<file path="src/rtl/core/hcp_pkg.sv">
package hcp_pkg;

  typedef struct packed {
    logic [7:0] text_char;
    logic       is_last;
    logic       no_text;
  } in_t;

  typedef struct packed {
    logic        parse_ok;
    logic [31:0] packed_color;
  } out_t;

  typedef struct packed {
    logic        produce;
    logic        parse_ok;
    logic [31:0] packed_color;
  } scan_res_t;

  localparam logic [7:0] CH_SPACE = 8'h20;
  localparam logic [7:0] CH_TAB   = 8'h09;
  localparam logic [7:0] CH_HASH  = 8'h23;

  localparam logic [1:0] PH_LEAD  = 2'd0;
  localparam logic [1:0] PH_BODY  = 2'd1;
  localparam logic [1:0] PH_TRAIL = 2'd2;

  localparam logic [3:0] MAX_DIGITS = 4'd8;
  localparam logic [7:0] ALPHA_OPAQUE = 8'hFF;

endpackage

</file>
<file path="src/rtl/core/hcp_scan.sv">
module hcp_scan (
  input  logic              clk,
  input  logic              rst_n,
  input  logic              step,
  input  hcp_pkg::in_t      item,
  output hcp_pkg::scan_res_t res
);

  logic [1:0] phase_r, phase_nxt;
  logic [3:0] count_r, count_nxt;
  logic       err_r, err_nxt;
  logic [3:0] nib_r [8];

  logic       ws, hash, is_hex;
  logic [3:0] hex_val;
  logic       wr_en;
  logic [1:0] phase_t;
  logic [3:0] count_t;
  logic       err_t;
  logic [3:0] nv [8];
  logic [7:0] r, g, b, a;
  logic       count_ok;

  always_comb begin
    ws = (item.text_char == hcp_pkg::CH_SPACE) || (item.text_char == hcp_pkg::CH_TAB);
    hash = item.text_char == hcp_pkg::CH_HASH;
    is_hex = 1'b1;
    hex_val = 4'd0;
    if (item.text_char >= 8'h30 && item.text_char <= 8'h39) begin
      hex_val = 4'(item.text_char - 8'h30);
    end else if (item.text_char >= 8'h61 && item.text_char <= 8'h66) begin
      hex_val = 4'(item.text_char - 8'h57);
    end else if (item.text_char >= 8'h41 && item.text_char <= 8'h46) begin
      hex_val = 4'(item.text_char - 8'h37);
    end else begin
      is_hex = 1'b0;
    end
  end

  // per-character phase update
  always_comb begin
    phase_t = phase_r;
    count_t = count_r;
    err_t   = err_r;
    wr_en   = 1'b0;
    if (phase_r[1]) begin
      if (!ws) err_t = 1'b1;
    end else if (ws) begin
      if (phase_r == hcp_pkg::PH_BODY) phase_t = hcp_pkg::PH_TRAIL;
    end else if (hash) begin
      if (phase_r == hcp_pkg::PH_LEAD) phase_t = hcp_pkg::PH_BODY;
      else err_t = 1'b1;
    end else if (is_hex) begin
      phase_t = hcp_pkg::PH_BODY;
      if (count_r < hcp_pkg::MAX_DIGITS) begin
        wr_en   = 1'b1;
        count_t = count_r + 4'd1;
      end else begin
        err_t = 1'b1;
      end
    end else begin
      err_t = 1'b1;
    end
  end

  always_comb begin
    for (int i = 0; i < 8; i++) begin
      nv[i] = (wr_en && (count_r[2:0] == 3'(i))) ? hex_val : nib_r[i];
    end
  end

  // color packing from the updated digit view
  always_comb begin
    count_ok = (count_t == 4'd3) || (count_t == 4'd4) || (count_t == 4'd6) ||
               (count_t == 4'd8);
    if (count_t <= 4'd4) begin
      r = {nv[0], nv[0]};
      g = {nv[1], nv[1]};
      b = {nv[2], nv[2]};
      a = (count_t == 4'd4) ? {nv[3], nv[3]} : hcp_pkg::ALPHA_OPAQUE;
    end else begin
      r = {nv[0], nv[1]};
      g = {nv[2], nv[3]};
      b = {nv[4], nv[5]};
      a = (count_t == 4'd8) ? {nv[6], nv[7]} : hcp_pkg::ALPHA_OPAQUE;
    end
  end

  always_comb begin
    res = '0;
    phase_nxt = phase_t;
    count_nxt = count_t;
    err_nxt   = err_t;
    if (item.no_text) begin
      res.produce = 1'b1;
      phase_nxt = hcp_pkg::PH_LEAD;
      count_nxt = 4'd0;
      err_nxt   = 1'b0;
    end else if (item.is_last) begin
      res.produce = 1'b1;
      if (!err_t && count_ok) begin
        res.parse_ok = 1'b1;
        res.packed_color = (a == hcp_pkg::ALPHA_OPAQUE) ? {8'h00, r, g, b} : {a, r, g, b};
      end
      phase_nxt = hcp_pkg::PH_LEAD;
      count_nxt = 4'd0;
      err_nxt   = 1'b0;
    end
  end

  always_ff @(posedge clk) begin
    if (!rst_n) begin
      phase_r <= hcp_pkg::PH_LEAD;
      count_r <= 4'd0;
      err_r   <= 1'b0;
    end else if (step) begin
      phase_r <= phase_nxt;
      count_r <= count_nxt;
      err_r   <= err_nxt;
    end
  end

  always_ff @(posedge clk) begin
    if (step && !item.no_text && wr_en) begin
      nib_r[count_r[2:0]] <= hex_val;
    end
  end

endmodule

</file>
<file path="src/rtl/core/hex_color_text_parser.sv">
// an accepted input transaction is registered in s1_data_r, and its result in out_data_r
// throughput: one character per cycle while the result side does not stall
// the scan state and digit store update in the single stage after the input register
// reset: synchronous active-low rst_n clears the scan phase, digit count, error flag
// and both valid flags; the digit store holds no reset value
module hex_color_text_parser (
  input  logic          clk,
  input  logic          rst_n,
  input  logic          in_valid,
  output logic          in_stall,
  input  hcp_pkg::in_t  in_data,
  output logic          out_valid,
  input  logic          out_stall,
  output hcp_pkg::out_t out_data
);

  logic               s1_valid_r, s1_valid_nxt;
  hcp_pkg::in_t       s1_data_r;
  logic               out_valid_r, out_valid_nxt;
  hcp_pkg::out_t      out_data_r;
  hcp_pkg::scan_res_t res;
  logic               out_ready, s1_move, in_accept;

  assign out_ready = !out_valid_r || !out_stall;
  assign s1_move   = s1_valid_r && (!res.produce || out_ready);
  assign in_stall  = s1_valid_r && !s1_move;
  assign in_accept = in_valid && !in_stall;

  hcp_scan u_scan (
    .clk   (clk),
    .rst_n (rst_n),
    .step  (s1_move),
    .item  (s1_data_r),
    .res   (res)
  );

  always_comb begin
    s1_valid_nxt = s1_valid_r;
    if (in_accept) s1_valid_nxt = 1'b1;
    else if (s1_move) s1_valid_nxt = 1'b0;
    out_valid_nxt = out_valid_r;
    if (s1_move && res.produce) out_valid_nxt = 1'b1;
    else if (!out_stall) out_valid_nxt = 1'b0;
  end

  always_ff @(posedge clk) begin
    if (!rst_n) begin
      s1_valid_r  <= 1'b0;
      out_valid_r <= 1'b0;
    end else begin
      s1_valid_r  <= s1_valid_nxt;
      out_valid_r <= out_valid_nxt;
    end
  end

  always_ff @(posedge clk) begin
    if (in_accept) s1_data_r <= in_data;
    if (s1_move && res.produce) begin
      out_data_r.parse_ok     <= res.parse_ok;
      out_data_r.packed_color <= res.packed_color;
    end
  end

  assign out_valid = out_valid_r;
  assign out_data  = out_data_r;

endmodule

</file>
<file path="config.mk">
export PLATFORM = sky130hd
export DESIGN_NAME = hex_color_text_parser
export DESIGN_NICKNAME = d
export VERILOG_FILES = /design/src/rtl/core/hcp_pkg.sv /design/src/rtl/core/hcp_scan.sv /design/src/rtl/core/hex_color_text_parser.sv
export SDC_FILE = /design/constraint.sdc
export NUM_CORES = 1
export LEC_CHECK = 0
export BUFFER_PORTS_ARGS = -buffer_cell sky130_fd_sc_hd__buf_2
export CAP_MARGIN = 20
export CORE_ASPECT_RATIO = 1.75
export CORE_MARGIN = 4
export CORE_UTILIZATION = 27
export CTS_CLUSTER_SIZE = 8
export DETAILED_ROUTE_END_ITERATION = 16
export PLACE_DENSITY = 0.39
export SYNTH_ARGS = -nofsm -noshare
export SYNTH_HDL_FRONTEND = slang
export SYNTH_SLANG_ARGS = --single-unit
</file>
<file path="constraint.sdc">
create_clock -name clk -period 8.5 [get_ports clk]
set_input_delay 0.85 -clock clk [delete_from_list [all_inputs] [get_ports clk]]
set_output_delay 0.85 -clock clk [all_outputs]
set_load 0.005 [all_outputs]
</file>
==> results.cfg, run 1 <==
[clock_tree]
ctsResizeCount = 0
htree_levels = 3
cts_made_buffers = 9
postCtsSetupBuffers = 0
cts_tree = built
clkTransAtPathRegs_ps = 70
root_buffer = clkbuf_16
clkSinkCount = 84
cts_hold_buf = 0
worst_skew_pair.late_latency_ps = 340
max-clock-path-buffers = 2

[floorplan]
rows = 60
io-pin-count = 49
die_w_um = 103
die-area_sq_um = 18100
start_util = 0.277
die_h_um = 175
coreArea_sq_um = 15500

[pwr]
ir_worst_vdd_uv = 81.9
p_leak_nw = 1.93
internal_power_w = 0.000673
seq_power_share = 0.526
combinationalPowerShare = 0.045
pwr-share-clk = 0.429
pwr_density_cell_nw_per_um2 = 175
p_sw_frac = 0.234
p_switching_w = 0.000206

[timing]
finalSetupViolCount = 0
rsz0062_at_grt = no
tightestPinTransition_ps = 992
hold_viol_final = 0
final.setup_skew_ps = 10.6
finalCritPeriodShare = 0.505
slew_violations = 0
relSlewSlack = 0.322
tns_ps = 0
max_freq_mhz = 233
min_period_ps = 4300

[cells_and_area]
multi_input_area_sq_um = 1760
instances_no_fill = 603
final_layout_size_suffix_gt1_frac = 0.199
area_growth_pct = 16.6
regArea_sq_um = 2430
nets = 436
final_common_cell = edfxtp_1
num-fill-cells = 1570
antenna_cells = 0
mostFrequentLayoutCells = 75 x edfxtp_1, 48 x buf_2, 41 x nor2_1, 30 x nand2_1, 29 x mux2i_1

[placed_design]
dp_hpwl_um = 7990
placed_cells = 587
gp_congestion = 0.797
io_buffers = 48

[global_route]
grt_overflow = 0
grt_pass1_vias = 3010
grt_pass1_wl_um = 16800
track_usage = 0.124
antenna_found_initial = 0
grt_max_degree = 34

[setup_path]
cp.arrival_ps = 4330
crit_type = flop to flop
worst_setup_path_end_kind = flop
worstPathRequired_ps = 8540
start_kind = flop
critPathMaxFanout = 18

[synth]
dominantRegCellSynth = edfxtp_1
async_flop_share = 0
seq_area_frac_synth = 0.566
synthCells = 365
ys_types = 61
synth-edff-count = 75
ys_warn_count = 0
syn-num-nets = 389
ys_seq_elements = 84
avgSynthCellArea_sq_um = 11.8
syn-cell-area_sq_um = 4300

[job]
maxCapViolCount = 0

[routing]
avgViaCountPerCell = 4.93
vias = 2975
drc = 0
drt_iter0_drc = 151
routedWlPerCell_um = 17.8
first_pass_iters = 4
drt-total-wl_um = 10800
ant_nets = 0

[hold_path]
hold_path_class = flop to flop

[run_status]
status = finished, final reports clean
critical path, stage by stage, from the launching register on:
cell	delay, ps
edfxtp_1	480
inv_1	120
ha_1	280
nor2_1	130
o21ai_1	90
a21oi_1	340
nor3b_4	680
mux2i_1	760
inv_1	150
a222oi_1	820
a2111oi_1	140
registers in the layout (all words and copies together), names as in the netlist:
register,flops
s1_valid_r,1
out_data,33
out_valid,1
u_scan.count_r,4
u_scan.phase_r,2
s1_data_r,10
u_scan.nib_r,32
u_scan.err_r,1
layout make-up:
cell class | instances | area share
tap | 186 | 0.0465
multi-input combinational | 256 | 0.352
timing repair buffer | 51 | 0.0524
sequential | 84 | 0.486
inverter | 10 | 0.00749
clock inverter | 7 | 0.0110
clock buffer | 9 | 0.0450
power groups by stage:
stage               registers [W]  clock network [W]  logic (W)
floorplan                0.000471                  0  0.0000235
finish                   0.000462           0.000377  0.0000396
CTS                      0.000463           0.000390  0.0000410
global route             0.000463           0.000411  0.0000449
global placement         0.000471                  0  0.0000405
detailed placement       0.000472                  0  0.0000410
synthesized netlist by cell type, types with 3 or more instances:
cell type  number  share of area
a2111oi_1       4         0.0093
nor2_1         41          0.036
or2_1           4         0.0058
inv_1           7         0.0061
dfxtp_1         9          0.042
and2_1          5         0.0073
mux2_2          4          0.010
ha_1           10          0.029
nand3_1        17          0.020
nor3_1          9          0.010
o21ba_1         4         0.0093
o21ai_0         6         0.0070
a21o_1          3         0.0052
a32oi_1         4         0.0082
nand2b_1        5         0.0073
edfxtp_1       75           0.52
nand2_1        30          0.026
o21ai_1         4         0.0047
a21boi_0        4         0.0070
a21oi_1        15          0.017
mux2i_1        29          0.068
mux2_1          3         0.0079
o211ai_1        3         0.0052
a211oi_1        6          0.010
nor2b_1         7          0.010
clkbuf_1        9         0.0079
stage by stage:
stage / util / power, W / instance area, sq um / setup WS, ps / hold WS, ps
final: 0.322 / 0.000879 / 5010 / 4200 / 484
after global routing: 0.322 / 0.000919 / 5010 / 3810 / 556
after CTS: 0.322 / 0.000894 / 5010 / 4240 / 492
after detailed placement: 0.304 / 0.000513 / 4730 / 4260 / 481
after global placement: 0.304 / 0.000512 / 4730 / 4390 / 477
after floorplan: - / 0.000494 / 4300 / 5160 / 471
kinds of logic (layout without fill, tap and decap cells):
group	Yosys count	count (layout)	synth area share
adder cells (fa/ha/maj)	10	10	0.0291
multiplexers	36	36	0.0859
AO/OA/AOI/OAI	77	77	0.137
buffers and inverters	25	77	0.0259
flip-flops	84	84	0.566
AND/OR/NAND/NOR	133	133	0.156
worst paths after layout:
path | end | from | slack, ps | cells after the start
max reg2reg | out_data[29] | s1_data_r[2] | 4200 | 10
min | out_valid | out_valid | 480 | 2
min reg2reg | out_valid | out_valid | 480 | 2
max | out_data[29] | s1_data_r[2] | 4200 | 10
per-layer routing:
metal | up-vias | wire length, um | global-route usage
li1 | 1480 | - | -
met1 | 1397 | 3980 | 0.132
met2 | 75 | 6060 | 0.228
met3 | 23 | 387 | 0.0228
met4 | 0 | 329 | 0.0573
met5 | - | 0 | 0
Note: power is estimated with default switching activity, not from simulation.
==> inputs of run 2 (changes only) <==
--- a/config.mk
+++ b/config.mk
@@ -5,6 +5,7 @@
 export SDC_FILE = /design/constraint.sdc
 export NUM_CORES = 1
 export LEC_CHECK = 0
+export ABC_AREA = 1
 export BUFFER_PORTS_ARGS = -buffer_cell sky130_fd_sc_hd__buf_2
 export CAP_MARGIN = 20
 export CORE_ASPECT_RATIO = 1.75
@@ -12,7 +13,7 @@
 export CORE_UTILIZATION = 27
 export CTS_CLUSTER_SIZE = 8
 export DETAILED_ROUTE_END_ITERATION = 16
-export PLACE_DENSITY = 0.39
+export PLACE_DENSITY = 0.4
 export SYNTH_ARGS = -nofsm -noshare
 export SYNTH_HDL_FRONTEND = slang
 export SYNTH_SLANG_ARGS = --single-unit
==> constraint.sdc (replaced) <==
create_clock -name clk -period 3.4 [get_ports clk]
set_input_delay 0.34 -clock clk [delete_from_list [all_inputs] [get_ports clk]]
set_output_delay 0.34 -clock clk [all_outputs]
set_load 0.005 [all_outputs]
==> results.cfg, run 2 <==
[run_status]
status = finished, final reports clean

[synth]
ys_warn_count = 0
synth_top_cell_by_area = edfxtp_1
dominantRegCellSynth = edfxtp_1
seq_area_frac_synth = 0.562
yosysMostFrequentCell = nand2_1
syn-num-nets = 479
synth-edff-count = 75
synthTopCellsByArea = edfxtp_1 52%, nand2_1 11%, dfxtp_1 4.2%
ys_types = 37
syn-cell-area_sq_um = 4330
ys_seq_elements = 84
synthCells = 455
avgSynthCellArea_sq_um = 9.51
async_flop_share = 0
netlist.area_leader.share = 0.520
synth_commonest_cells = 124 x nand2_1, 75 x edfxtp_1, 41 x inv_1

[routing]
ant_nets = 0
drt-total-wl_um = 10100
first_pass_iters = 4
routedWlPerCell_um = 14.2
vias = 3182
avgViaCountPerCell = 4.47
drc = 0
drt_iter0_drc = 93

[global_route]
grt_pass1_wl_um = 16600
grt_overflow = 0
grt_pass1_vias = 3223
track_usage = 0.116
antenna_found_initial = 0
grt_max_degree = 35

[clock_tree]
cts_made_buffers = 9
cts_hold_buf = 0
max-clock-path-buffers = 2
htree_levels = 3
clkSinkCount = 84
worst_skew_pair.late_latency_ps = 340
root_buffer = clkbuf_16
clkTransAtPathRegs_ps = 60
cts_tree = built

[cells_and_area]
mostFrequentLayoutCells = 124 x nand2_1, 75 x edfxtp_1, 48 x buf_2, 41 x inv_1
final_layout_size_suffix_gt1_frac = 0.233
area_growth_pct = 18.9
instances_no_fill = 712
final_common_cell = nand2_1
fin_util = 0.326
antenna_cells = 0
nets = 542
largest_reg_flops = 33
num-fill-cells = 1638

[setup_path]
critPathMaxFanout = 15
crit_path_frequent_cell = nand2_1
crit_chain = ha_1 > nand3b_1 > nand3_2 > nand2_4 > nand3_1 > nand2_1 > inv_2 > nand3_1 > nand2_1 > nand2_1 > nand2_1 > nand3_1 > o21bai_4 > nor2_2
cp.buffers_inverters = 1
worst_path_max_delay_cell = edfxtp_1
critical_path_depth = 14
reg2reg_from = s1_data_r[2]
worstPathRequired_ps = 3480
cpLargestDelayFamily = simple AND/OR/NAND/NOR gates
rr_worst_depth = 14
reg2reg_setup_slack_ps = 370
reg2reg_to = out_data[27]
cp.arrival_ps = 3120
worst_setup_path_end_kind = flop
start_kind = flop
crit_type = flop to flop
critPathMaxStageDelay_ps = 470

[floorplan]
io-pin-count = 49
die_w_um = 104
die_h_um = 175
die-area_sq_um = 18200
start_util = 0.274
coreArea_sq_um = 15800
rows = 61

[timing]
max_freq_mhz = 330
min_period_ps = 3030
finalCritPeriodShare = 0.892
setup_ws_ps = 367
hold_viol_final = 0
rsz0062_at_grt = no
slew_violations = 0
final.setup_skew_ps = 5.90
tns_ps = 0
finalSetupViolCount = 0
relSlewSlack = 0.500
tightestPinTransition_ps = 747

[pwr]
ir_worst_vdd_uv = 213
power_w = 0.00227
pwr_density_cell_nw_per_um2 = 441
p_leak_nw = 2.14

[placed_design]
pre_cts_slack_ps = 379
placed_cells = 696
io_buffers = 48
dp_hpwl_um = 7930
gp_congestion = 0.835

[hold_path]
hold_path_class = primary input to flop
hold_depth = 1
min_to = s1_data_r[3]
hp-start = in_data[3]

[job]
maxCapViolCount = 0
run 2: cell types whose count changed after synthesis, moves of 6 or more:
| cell | delta |
|---|---|
| a21oi_1 | +12 |
| mux2i_1 | -29 |
| nor2_1 | -14 |
| clkbuf_1 | -7 |
| inv_1 | +34 |
| nand2_2 | +8 |
| inv_2 | +8 |
| o21ai_0 | +19 |
| nor2_2 | +12 |
| nand3_1 | +6 |
| nand2_1 | +94 |
| nor2b_1 | -7 |
run 2: through the flow:
step / hold slack (ps) / area (sq um)
3_5_place_dp: 473 / 4830
5_1_grt: 161 / 5150
4_1_cts: 165 / 5140
6_report: 178 / 5150
2_1_floorplan: 439 / 4330
3_3_place_gp: 462 / 4830
run 2: logic make-up (layout without fill, tap and decap cells):
family / Yosys count / after routing / share of synthesized area
buffers and inverters: 61 / 129 / 0.0616
and+or+nand+nor: 235 / 235 / 0.265
AOI/OAI and AO/OA: 65 / 65 / 0.0821
adders and majority gates: 10 / 10 / 0.0289
DFF: 84 / 84 / 0.562
run 2: worst max path at each step:
stage,startpoint,end
4_1_cts,s1_data_r[3],out_data[27]
3_3_place_gp,s1_data_r[2],out_data[30]
5_1_grt,s1_data_r[2],out_data[28]
2_1_floorplan,s1_data_r[2],out_data[24]
6_report,s1_data_r[2],out_data[27]
3_5_place_dp,s1_data_r[2],out_data[27]
run 2: final cells by class:
type | count | area (sq um) | share of cell area
timing repair buffer | 62 | 345 | 0.0671
multi-input combinational | 310 | 1630 | 0.318
clock inverter | 7 | 81.3 | 0.0158
sequential | 84 | 2430 | 0.473
inverter | 51 | 191 | 0.0372
clock buffer | 9 | 225 | 0.0438
tap | 189 | 236 | 0.0460
run 2: worst reg2reg max path, cell delays in order, from the launching register on:
cell and delay (ps):
edfxtp_1 470, ha_1 260, nand3b_1 180, nand3_2 130, nand2_4 160, nand3_1 140, nand2_1 100, inv_2 190
nand3_1 100, nand2_1 320, nand2_1 140, nand2_1 110, nand3_1 120, o21bai_4 300, nor2_2 50
run 2: repair_timing:
item                       4_1_cts  5_1_grt
setup endpoints to repair        0        1
gates resized for setup          0        1
buffers inserted                 0        0
run 2: routing by layer:
| metal | vias up | wire [um] | track usage |
|---|---|---|---|
| met2 | 60 | 5480 | 0.219 |
| met1 | 1443 | 4010 | 0.123 |
| met5 | - | 0 | 0 |
| li1 | 1664 | - | - |
| met3 | 15 | 315 | 0.0261 |
| met4 | 0 | 283 | 0.0494 |
run 2: power breakdown:
group	switching [W]	total, W	internal (W)	leakage (nW)
logic	0.0000763	0.000115	0.0000387	1.20
clock network	0.000423	0.00100	0.000580	0.147
registers	0.00000998	0.00115	0.00114	0.791
total	0.000510	0.00227	0.00176	2.14
==> inputs of run 3 (changes only) <==
--- a/config.mk
+++ b/config.mk
@@ -13,7 +13,7 @@
 export CORE_UTILIZATION = 27
 export CTS_CLUSTER_SIZE = 8
 export DETAILED_ROUTE_END_ITERATION = 16
-export PLACE_DENSITY = 0.4
+export PLACE_DENSITY = 0.39
 export SYNTH_ARGS = -nofsm -noshare
 export SYNTH_HDL_FRONTEND = slang
 export SYNTH_SLANG_ARGS = --single-unit
==> constraint.sdc (replaced) <==
create_clock -name clk -period 3.3 [get_ports clk]
set_input_delay 0.33 -clock clk [delete_from_list [all_inputs] [get_ports clk]]
set_output_delay 0.33 -clock clk [all_outputs]
set_load 0.005 [all_outputs]
==> results.cfg, run 3 (synthesis gave the netlist of run 2 again) <==
[setup_path]
crit_type = flop to flop
start_kind = flop
cp.buffers_inverters = 1
reg2reg_to = u_scan.nib_r[0][1]
crit_chain = inv_2 > ha_1 > nand2_1 > nand3_2 > nand2_4 > nand2_4 > nand3_4 > nor3_1 > nand2_1 > nor3_1
critPathMaxFanout = 15
reg2reg_setup_slack_ps = 360
worstPathRequired_ps = 3270
critPathMaxStageDelay_ps = 610
cp.arrival_ps = 2900
reg2reg_from = s1_data_r[2]
cpLargestDelayFamily = simple AND/OR/NAND/NOR gates
rr_worst_depth = 10
worst_setup_path_end_kind = flop
worst_path_max_delay_cell = nor3_1

[timing]
finalSetupViolCount = 0
tns_ps = 0
max_freq_mhz = 341
rsz0062_at_grt = no
final.setup_skew_ps = 8.85
relSlewSlack = 0.491
finalCritPeriodShare = 0.890
hold_viol_final = 0
slew_violations = 0
min_period_ps = 2940
tightestPinTransition_ps = 758

[placed_design]
dp_hpwl_um = 8620
gp_congestion = 0.792
io_buffers = 48

[routing]
first_pass_iters = 4
drt-met1-wl_um = 3950
wl_met3_um = 307
ant_nets = 0
avgViaCountPerCell = 4.45
drt_iter0_drc = 110
route.met2.wl_um = 5990
vias = 3181
routedWlPerCell_um = 14.8
drc = 0
routed.top_layer = met4
drt-total-wl_um = 10600

[cells_and_area]
multi_input_area_sq_um = 1630
regArea_sq_um = 2430
final_common_cell = nand2_1
area_growth_pct = 20.3
final_layout_size_suffix_gt1_frac = 0.238
mostFrequentLayoutCells = 124 x nand2_1, 75 x edfxtp_1, 48 x buf_2, 41 x inv_1
antenna_cells = 0
num-fill-cells = 1637
largest_reg_flops = 33
nets = 545

[global_route]
track_usage = 0.125
grt_pass1_vias = 3405
grt_pass1_wl_um = 17800
antenna_found_initial = 0
grt_overflow = 0
grt_max_degree = 26

[pwr]
pwr_density_cell_nw_per_um2 = 476
p_switching_w = 0.000515
power_w = 0.00248
pwr-share-clk = 0.472
seq_power_share = 0.479
ir_worst_vdd_uv = 324
p_sw_frac = 0.208
combinationalPowerShare = 0.048
p_leak_nw = 2.17
internal_power_w = 0.00196

[run_status]
status = finished, final reports clean

[floorplan]
rows = 61
io-pin-count = 49
start_util = 0.274
die-area_sq_um = 18200
die_w_um = 104
die_h_um = 175
coreArea_sq_um = 15800

[clock_tree]
cts_tree = built
worst_skew_pair.late_latency_ps = 340
postCtsSetupBuffers = 0
htree_levels = 3
clkSinkCount = 84
cts_hold_buf = 0
clkTransAtPathRegs_ps = 60
ctsResizeCount = 0
root_buffer = clkbuf_16
max-clock-path-buffers = 2
cts_made_buffers = 9

[hold_path]
hp-start = in_data[0]
min_to = s1_data_r[0]
hold_depth = 1
hold_path_class = primary input to flop

[job]
maxCapViolCount = 0
[run 3: cell types whose count changed in the layout (fill, tap and decap cells not counted), sizes merged]
cell / previous run / this run
buf: 62 / 65
clkinv: 3 / 1
clkinvlp: 1 / 2
inv: 53 / 52
bufinv: 1 / 3
[run 3: stage by stage]
step	cells	hold WS, ps	utilization	setup WS [ps]	area (sq um)
after detailed placement	699	471	0.307	290	4860
final	715	165	0.329	364	5200
after global placement	699	468	0.307	431	4860
after global routing	715	147	0.329	104	5200
after CTS	715	152	0.329	277	5200
after floorplan	455	429	-	788	4330
[run 3: power groups by stage]
stage | clock (W) | sequential, W | combinational [W]
after detailed placement | 0 | 0.00121 | 0.000123
after global placement | 0 | 0.00121 | 0.000122
after floorplan | 0 | 0.00121 | 0.0000745
after CTS | 0.00120 | 0.00119 | 0.000123
after global routing | 0.00125 | 0.00119 | 0.000137
final | 0.00117 | 0.00119 | 0.000119
[run 3: worst max-delay path by stage]
| stage | slack (ps) | cells after the start | to | startpoint |
|---|---|---|---|---|
| 6_report | 360 | 10 | u_scan.nib_r[0][1] | s1_data_r[2] |
| 2_1_floorplan | 790 | 15 | out_data[24] | s1_data_r[2] |
| 4_1_cts | 280 | 10 | u_scan.nib_r[0][1] | s1_data_r[2] |
| 3_5_place_dp | 290 | 10 | u_scan.nib_r[0][1] | s1_data_r[2] |
| 5_1_grt | 100 | 16 | out_data[26] | s1_data_r[2] |
| 3_3_place_gp | 430 | 10 | u_scan.nib_r[0][0] | s1_data_r[2] |
[run 3: cell type report]
| type | instances | share of cell area |
|---|---|---|
| Clock inverter | 7 | 0.0236 |
| Timing Repair Buffer | 65 | 0.0707 |
| Multi-Input combinational cell | 310 | 0.313 |
| Sequential cell | 84 | 0.467 |
| Tap cell | 189 | 0.0454 |
| Clock buffer | 9 | 0.0433 |
| Inverter | 51 | 0.0368 |
[run 3: metal layers]
metal	track usage	vias up
met5	0	-
met1	0.124	1446
met4	0.0621	0
li1	-	1663
met3	0.0224	15
met2	0.244	57
